==> src/rtl/ptsp_pkg.sv <==
// ----------------------------------------------------------------------------
// ptsp_pkg: shared types and constants
// Character codes, matcher states, capture store type and decimal helpers
// for the play time status parser.
// ----------------------------------------------------------------------------
package ptsp_pkg;

    localparam int STORE_DEPTH        = 34;
    localparam int PTR_LIMIT          = 33;
    localparam int CAPTURE_LENGTH_DEF = 32;
    localparam int PTR_W              = 6;
    localparam int SEC_W              = 13;
    localparam int FIELD_W            = 7;

    localparam logic [7:0] CH_T     = 8'h54;  // 'T'
    localparam logic [7:0] CH_I     = 8'h69;  // 'i'
    localparam logic [7:0] CH_M     = 8'h6d;  // 'm'
    localparam logic [7:0] CH_E     = 8'h65;  // 'e'
    localparam logic [7:0] CH_COLON = 8'h3a;  // ':'
    localparam logic [7:0] CH_ZERO  = 8'h30;  // '0'
    localparam logic [7:0] CH_NINE  = 8'h39;  // '9'

    // keyword matcher states
    localparam logic [2:0] MS_IDLE    = 3'd0;
    localparam logic [2:0] MS_T       = 3'd1;
    localparam logic [2:0] MS_TI      = 3'd2;
    localparam logic [2:0] MS_TIM     = 3'd3;
    localparam logic [2:0] MS_TIME    = 3'd4;
    localparam logic [2:0] MS_KEYWORD = 3'd5;
    localparam logic [2:0] MS_CAPTURE = 3'd6;

    typedef logic [STORE_DEPTH-1:0][7:0] store_t;

    typedef struct packed {
        logic valid;   // decode request pending
        logic run;     // sequence running flag of the completing byte
    } dec_req_t;

    // digit value of a character, zero when not '0'..'9'
    function automatic logic [3:0] digit_val(input logic [7:0] c);
        logic [7:0] d;
        d = c - CH_ZERO;
        return (c >= CH_ZERO && c <= CH_NINE) ? d[3:0] : 4'd0;
    endfunction

    function automatic logic [FIELD_W-1:0] two_digits(input logic [7:0] hi,
                                                       input logic [7:0] lo);
        return FIELD_W'(digit_val(hi)) * FIELD_W'(10) + FIELD_W'(digit_val(lo));
    endfunction

endpackage

==> src/rtl/ptsp_result.sv <==
// ----------------------------------------------------------------------------
// ptsp_result: field decode and result register
// Decodes the two-digit fields of a finished capture, tracks the last synced
// second and holds the result until the downstream side takes it.
// ----------------------------------------------------------------------------
module ptsp_result (
    input  logic              clk,
    input  logic              rst_n,
    input  ptsp_pkg::dec_req_t req,
    input  ptsp_pkg::store_t   store,
    output logic              out_free,
    output logic              m_tvalid,
    input  logic              m_tready,
    output logic [55:0]       m_tdata,   // elapsed_seconds, elapsed_hundredths,
                                         // remaining_seconds, remaining_hundredths,
                                         // total_minutes, total_secs_field, pad
    output logic              m_tuser    // sync_now
);

    logic                              valid_reg;
    logic [55:0]                       data_reg;
    logic                              sync_reg;
    logic [ptsp_pkg::SEC_W-1:0]        last_sync_reg;
    logic [ptsp_pkg::SEC_W-1:0]        last_sync_next;

    logic                              load;
    logic [ptsp_pkg::FIELD_W-1:0]      el_min, el_sec, el_hun;
    logic [ptsp_pkg::FIELD_W-1:0]      rm_min, rm_sec, rm_hun;
    logic [ptsp_pkg::FIELD_W-1:0]      tot_min, tot_sec;
    logic [ptsp_pkg::SEC_W-1:0]        el_total, rm_total;
    logic                              sync;

    assign out_free = !valid_reg || m_tready;
    assign load     = req.valid && out_free;

    always_comb
    begin
        el_min  = ptsp_pkg::two_digits(store[1],  store[2]);
        el_sec  = ptsp_pkg::two_digits(store[4],  store[5]);
        el_hun  = ptsp_pkg::two_digits(store[7],  store[8]);
        rm_min  = ptsp_pkg::two_digits(store[11], store[12]);
        rm_sec  = ptsp_pkg::two_digits(store[14], store[15]);
        rm_hun  = ptsp_pkg::two_digits(store[17], store[18]);
        tot_min = ptsp_pkg::two_digits(store[24], store[25]);
        tot_sec = ptsp_pkg::two_digits(store[27], store[28]);

        el_total = ptsp_pkg::SEC_W'(el_min) * ptsp_pkg::SEC_W'(60)
                 + ptsp_pkg::SEC_W'(el_sec);
        rm_total = ptsp_pkg::SEC_W'(rm_min) * ptsp_pkg::SEC_W'(60)
                 + ptsp_pkg::SEC_W'(rm_sec);

        sync = req.run && (el_total != '0) && (el_total != last_sync_reg);
        last_sync_next = (load && sync) ? el_total : last_sync_reg;
    end

    always_ff @(posedge clk or negedge rst_n)
    begin
        if (!rst_n)
        begin
            valid_reg     <= 1'b0;
            last_sync_reg <= '0;
        end
        else
        begin
            last_sync_reg <= last_sync_next;
            if (load)
                valid_reg <= 1'b1;
            else if (m_tready)
                valid_reg <= 1'b0;
        end
    end

    always_ff @(posedge clk)
    begin
        if (load)
        begin
            data_reg <= {2'b00, tot_sec, tot_min, rm_hun, rm_total, el_hun, el_total};
            sync_reg <= sync;
        end
    end

    assign m_tvalid = valid_reg;
    assign m_tdata  = data_reg;
    assign m_tuser  = sync_reg;

endmodule

==> src/rtl/play_time_status_parser.sv <==
// ----------------------------------------------------------------------------
// play_time_status_parser: status text time parser
// Finds the "Time:" keyword in a byte stream, captures the time text and
// returns decoded elapsed, remaining and total times.
// ----------------------------------------------------------------------------
// Takes one character per cycle on the slave stream, with no dead cycles
// while s_tready is high. The keyword matcher and capture store update in the
// cycle a byte is accepted; the byte that completes a capture raises a decode
// request, which is registered and then decoded into the result register. The
// slave side stalls only while a decoded result is waiting in the result
// register and the master side is not taking it. At most one result per
// captured record; all other bytes produce no result.
module play_time_status_parser #(
    parameter int CAPTURE_LENGTH = ptsp_pkg::CAPTURE_LENGTH_DEF
) (
    input  logic        clk,
    input  logic        rst_n,
    input  logic        s_tvalid,
    output logic        s_tready,
    input  logic [7:0]  s_tdata,   // text_byte
    input  logic [1:0]  s_tuser,   // chunk_start, sequence_running
    output logic        m_tvalid,
    input  logic        m_tready,
    output logic [55:0] m_tdata,   // elapsed_seconds[12:0], elapsed_hundredths[19:13],
                                   // remaining_seconds[32:20], remaining_hundredths[39:33],
                                   // total_minutes[46:40], total_secs_field[53:47]
    output logic        m_tuser    // sync_now
);

    logic [2:0]                   state_reg, state_next;
    logic [ptsp_pkg::PTR_W-1:0]   ptr_reg, ptr_next;
    ptsp_pkg::store_t             store_reg;
    ptsp_pkg::dec_req_t           req_reg, req_next;

    logic                         accept;
    logic                         out_free;
    logic [2:0]                   s0;
    logic [ptsp_pkg::PTR_W-1:0]   p0, p_wr, p_inc;
    logic                         wr_en;
    logic                         done;

    assign s_tready = !req_reg.valid || out_free;
    assign accept   = s_tvalid && s_tready;

    always_comb
    begin
        s0    = s_tuser[0] ? ptsp_pkg::MS_IDLE : state_reg;
        p0    = s_tuser[0] ? '0 : ptr_reg;
        state_next = s0;
        ptr_next   = p0;
        p_wr  = p0;
        wr_en = 1'b0;
        done  = 1'b0;

        unique case (s_tdata)
            ptsp_pkg::CH_T:
                state_next = ptsp_pkg::MS_T;
            ptsp_pkg::CH_I:
                state_next = (s0 == ptsp_pkg::MS_T) ? ptsp_pkg::MS_TI : ptsp_pkg::MS_IDLE;
            ptsp_pkg::CH_M:
                state_next = (s0 == ptsp_pkg::MS_TI) ? ptsp_pkg::MS_TIM : ptsp_pkg::MS_IDLE;
            ptsp_pkg::CH_E:
                state_next = (s0 == ptsp_pkg::MS_TIM) ? ptsp_pkg::MS_TIME : ptsp_pkg::MS_IDLE;
            ptsp_pkg::CH_COLON:
            begin
                if (s0 == ptsp_pkg::MS_TIME)
                    state_next = ptsp_pkg::MS_KEYWORD;
                else if (p0 != '0)
                    wr_en = 1'b1;   // stray colon joins a running capture
            end
            default:
            begin
                // first byte after the keyword restarts the capture
                if (s0 == ptsp_pkg::MS_KEYWORD)
                begin
                    p_wr       = '0;
                    state_next = ptsp_pkg::MS_CAPTURE;
                end
                if (s0 == ptsp_pkg::MS_KEYWORD || s0 == ptsp_pkg::MS_CAPTURE)
                    wr_en = 1'b1;
            end
        endcase

        p_inc = (p_wr == ptsp_pkg::PTR_W'(ptsp_pkg::PTR_LIMIT)) ? p_wr : p_wr + 1'b1;
        if (wr_en)
            ptr_next = p_inc;

        // only the ordinary capture path completes a record
        if (wr_en && s_tdata != ptsp_pkg::CH_COLON
            && p_inc == ptsp_pkg::PTR_W'(CAPTURE_LENGTH))
        begin
            done       = 1'b1;
            ptr_next   = '0;
            state_next = ptsp_pkg::MS_IDLE;
        end

        if (accept && done)
        begin
            req_next.valid = 1'b1;
            req_next.run   = s_tuser[1];
        end
        else
        begin
            req_next.valid = req_reg.valid && !out_free;
            req_next.run   = req_reg.run;
        end
    end

    always_ff @(posedge clk or negedge rst_n)
    begin
        if (!rst_n)
        begin
            state_reg <= ptsp_pkg::MS_IDLE;
            ptr_reg   <= '0;
            req_reg   <= '0;
        end
        else
        begin
            req_reg <= req_next;
            if (accept)
            begin
                state_reg <= state_next;
                ptr_reg   <= ptr_next;
            end
        end
    end

    // every decoded entry is written by the capture that decodes it
    always_ff @(posedge clk)
    begin
        if (accept && wr_en)
            store_reg[p_wr] <= s_tdata;
    end

    ptsp_result u_result (
        .clk      (clk),
        .rst_n    (rst_n),
        .req      (req_reg),
        .store    (store_reg),
        .out_free (out_free),
        .m_tvalid (m_tvalid),
        .m_tready (m_tready),
        .m_tdata  (m_tdata),
        .m_tuser  (m_tuser)
    );

endmodule

==> config.mk <==
export PLATFORM = sky130hd
export DESIGN_NAME = play_time_status_parser
export DESIGN_NICKNAME = d
export VERILOG_FILES = /design/src/rtl/ptsp_pkg.sv /design/src/rtl/ptsp_result.sv /design/src/rtl/play_time_status_parser.sv
export SDC_FILE = /design/constraint.sdc
export NUM_CORES = 1
export LEC_CHECK = 0
export BUFFER_PORTS_ARGS = -buffer_cell sky130_fd_sc_hd__buf_2
export CORE_MARGIN = 2
export CORE_UTILIZATION = 57
export CTS_BUF_LIST = sky130_fd_sc_hd__clkbuf_8
export DETAILED_ROUTE_END_ITERATION = 10
export GPL_TIMING_DRIVEN = 1
export HOLD_SLACK_MARGIN = 0.1
export PLACE_DENSITY = 0.79
export SYNTH_ARGS = -nofsm -noshare
export SYNTH_HDL_FRONTEND = slang
export SYNTH_SLANG_ARGS = --single-unit
==> constraint.sdc <==
create_clock -name clk -period 6.45 [get_ports clk]
set_input_delay 0.9675 -clock clk [delete_from_list [all_inputs] [get_ports clk]]
set_output_delay 0.9675 -clock clk [all_outputs]
set_load 0.005 [all_outputs]
==> impl_metrics.ini <==
[synth]
syn-mean-instance-area_um2 = 12.70
yosysWarnings = 0
netlist_area_mm2 = 0.01162
synth.distinct_cells = 71
synth_edf_count = 183
ys_ff_latch = 208
syn_inst = 915
synthFlopType = edfxtp_1
async_flop_share_pct = 12.02
seq_area_frac_synth_pct = 52.65

[finish]
area_growth_pct = 13.93
num_antenna_cells = 0
nets = 1166
final_cell_mix = 183 x edfxtp_1, 97 x inv_1, 88 x ha_1
fin_cells = 1324
final_common_cell = edfxtp_1
layout-drive-gt1-share_pct = 17.27
design_area_mm2 = 0.01324
largest_reg_flops = 128

[critical_path]
path_cells = nor4bb_4 -> nor2b_2 -> and2_2 -> ha_1 -> ha_1 -> fa_1 -> a21bo_1 -> o22ai_4 -> inv_2 -> fa_1 -> inv_1 -> ha_1 -> o21ai_1 -> or4b_1 -> o311ai_2 -> xor2_1 -> or4_1 -> or3_4 -> o221ai_2 -> buf_6 -> mux2_2
worstSetupPathType = flip-flop to flip-flop
cp-start-kind = flip-flop
worst-r2r-cell-count = 21
crit_family = simple AND/OR/NAND/NOR gates
end_kind = flip-flop
path_buf_inv = 3
worstPathArrival_ns = 6.67
critPathRequiredTime_ns = 6.86
slowest_delay_ns = 0.54
r2r_slack_ns = 0.20
r2r_start = store_reg[14]$_DFFE_PP_
slowest_stage = fa_1
timing.rr.end = u_result.last_sync_reg[1]$_DFFE_PN0P_
critPathLaunch = store_reg[14]$_DFFE_PP_
cpMostUsedCell = ha_1
cp_max_fo = 8

[sta]
fmax_mhz = 160.0
worst_slew_pin_slew_ns = 1.100
skew_ns = 0.02149
final.min_clock_period_ns = 6.252
slew_violations = 0
finalHoldViolations = 0
setup_viol = 0
post-route-period-util_pct = 96.93
max-slew-margin-rel_pct = 26.12

[placed_design]
postPlaceCellArea_mm2 = 0.01234
dp_hpwl_um = 14050
port_buffers = 70
gp_congestion = 0.8917
numPlacedInstances = 1255

[power]
internal_power_uw = 2187
clock_power_share_pct = 45.6
power_frac_comb_pct = 1.3
seq_power_share_pct = 53.2
peakVddDrop_mv = 0.1482
p_sw_share_pct = 20.32
power.switching_uw = 557.7
p_leak_uw = 0.005755
power_density_mw_per_mm2 = 207.2

[detailed_routing]
drtAntennaViolNets = 0
drt_wl_total_um = 20480
drt_iter0_markers = 434
drc = 0
vias = 7144
wl_per_cell_um = 15.47
wl_met3_um = 943
wl_met1_um = 9008
dr.pass1.iters = 5
met2_length_um = 10160
viasPerCell = 5.396
top_layer = met4

[clocking]
clk_pin_slew_worst_paths_ns = 0.06
cts.path.max_buffers = 3
clock_sinks = 208
root_buffer = clkbuf_8
cts_made_buffers = 36
htree_num_levels = 2
cts_hold_buf = 0
insertion_delay_ns = 0.53
cts_tree = done

[hold_path]
min_path_type = input pin to asynchronous set/reset pin

[run_status]
status = completed

[global_routing]
grt_usage_pct = 19.78
grt_max_degree = 35
grt_pass1_vias = 7193
grt_pass1_wl_um = 34310
antenna_found_initial = 0
grt_overflow = 0

[floorplanning]
initial_utilization_pct = 57.82
fp.dieArea_mm2 = 0.02155
dieWidth_um = 146.8
die_h_um = 146.8
rows = 52
io_pins = 73
coreArea_mm2 = 0.02010

[flow_run]
maxCapViolations = 0
metal layers:
metal,vias up,GRT usage (%)
met3,31,3.354
met2,163,33.71
met4,0,6.796
met5,-,0
li1,3509,-
met1,3441,25.93
power by group through the flow:
stage | sequential [uW] | clock [uW] | combinational [uW]
5_1_grt | 1460 | 1350 | 37.9
3_5_place_dp | 1490 | 0 | 35.0
3_3_place_gp | 1490 | 0 | 34.4
2_1_floorplan | 1490 | 0 | 7.56
6_report | 1460 | 1250 | 34.7
4_1_cts | 1460 | 1280 | 35.2
kinds of logic after synthesis:
| logic type | after synthesis | share of synthesized area [%] |
|---|---|---|
| simple gates | 245 | 12.32 |
| flops | 208 | 52.65 |
| compound gates | 131 | 7.114 |
| fa+ha+maj | 126 | 15.89 |
| buf+inv | 105 | 3.552 |
| xor+xnor | 84 | 6.673 |
| mux | 15 | 1.765 |
| other cells | 1 | 0.03226 |
per-stage QoR:
stage / worst slack, ns / hold slack [ns] / power (uW) / setup TNS, ns / utilization (%)
3_3_place_gp: 0.1791 / 0.5031 / 1521 / 0 / 61.38
6_report: 0.1980 / 0.4528 / 2744 / 0 / 65.88
5_1_grt: -0.03455 / 0.4709 / 2844 / -0.1372 / 65.88
2_1_floorplan: 0.3978 / 0.4627 / 1495 / 0 / -
3_5_place_dp: -0.06710 / 0.5030 / 1522 / -0.3196 / 61.38
4_1_cts: 0.02423 / 0.4387 / 2774 / 0 / 65.27
area by class of cell:
cell class / instances / area [um^2]
inverters: 92 / 345.3
clock inverters: 27 / 222.7
fillers: 1477 / 6860
well taps: 270 / 337.8
flip-flops and latches: 208 / 6121
repair buffers: 85 / 466.7
multi-input cells: 603 / 5214
clock buffers: 39 / 536.8
Yosys cell counts, types with 13 or more instances:
library cell / count / area [um^2]
edfxtp_1: 183 / 5495
inv_1: 91 / 341.6
ha_1: 90 / 1126
and2_1: 59 / 369.1
xnor2_1: 48 / 420.4
nor2_1: 43 / 161.4
o21ai_0: 43 / 215.2
a21oi_1: 36 / 180.2
fa_1: 36 / 720.7
xor2_1: 33 / 289.0
dfrtp_1: 25 / 625.6
nand2_1: 24 / 90.09
a21o_1: 16 / 120.1
and4_1: 15 / 131.4
nor2b_1: 13 / 81.33
worst max path at each step:
stage | slack (ns) | end | cells after the start
after floorplan | 0.40 | u_result.last_sync_reg[10]$_DFFE_PN0P_ | 20
after global placement | 0.18 | u_result.last_sync_reg[12]$_DFFE_PN0P_ | 20
after detailed placement | -0.07 | u_result.last_sync_reg[1]$_DFFE_PN0P_ | 20
after CTS | 0.02 | u_result.last_sync_reg[1]$_DFFE_PN0P_ | 20
after global routing | -0.03 | u_result.last_sync_reg[1]$_DFFE_PN0P_ | 23
final | 0.20 | u_result.last_sync_reg[1]$_DFFE_PN0P_ | 21
what timing repair did:
action | in CTS | in global routing
gates resized for setup | 3 | 21
setup endpoints to repair | 13 | 13
setup buffers | 0 | 3
hold endpoints to repair | 0 | 0
pin swaps | 0 | 8
Note: power is estimated with default switching activity, not from simulation.
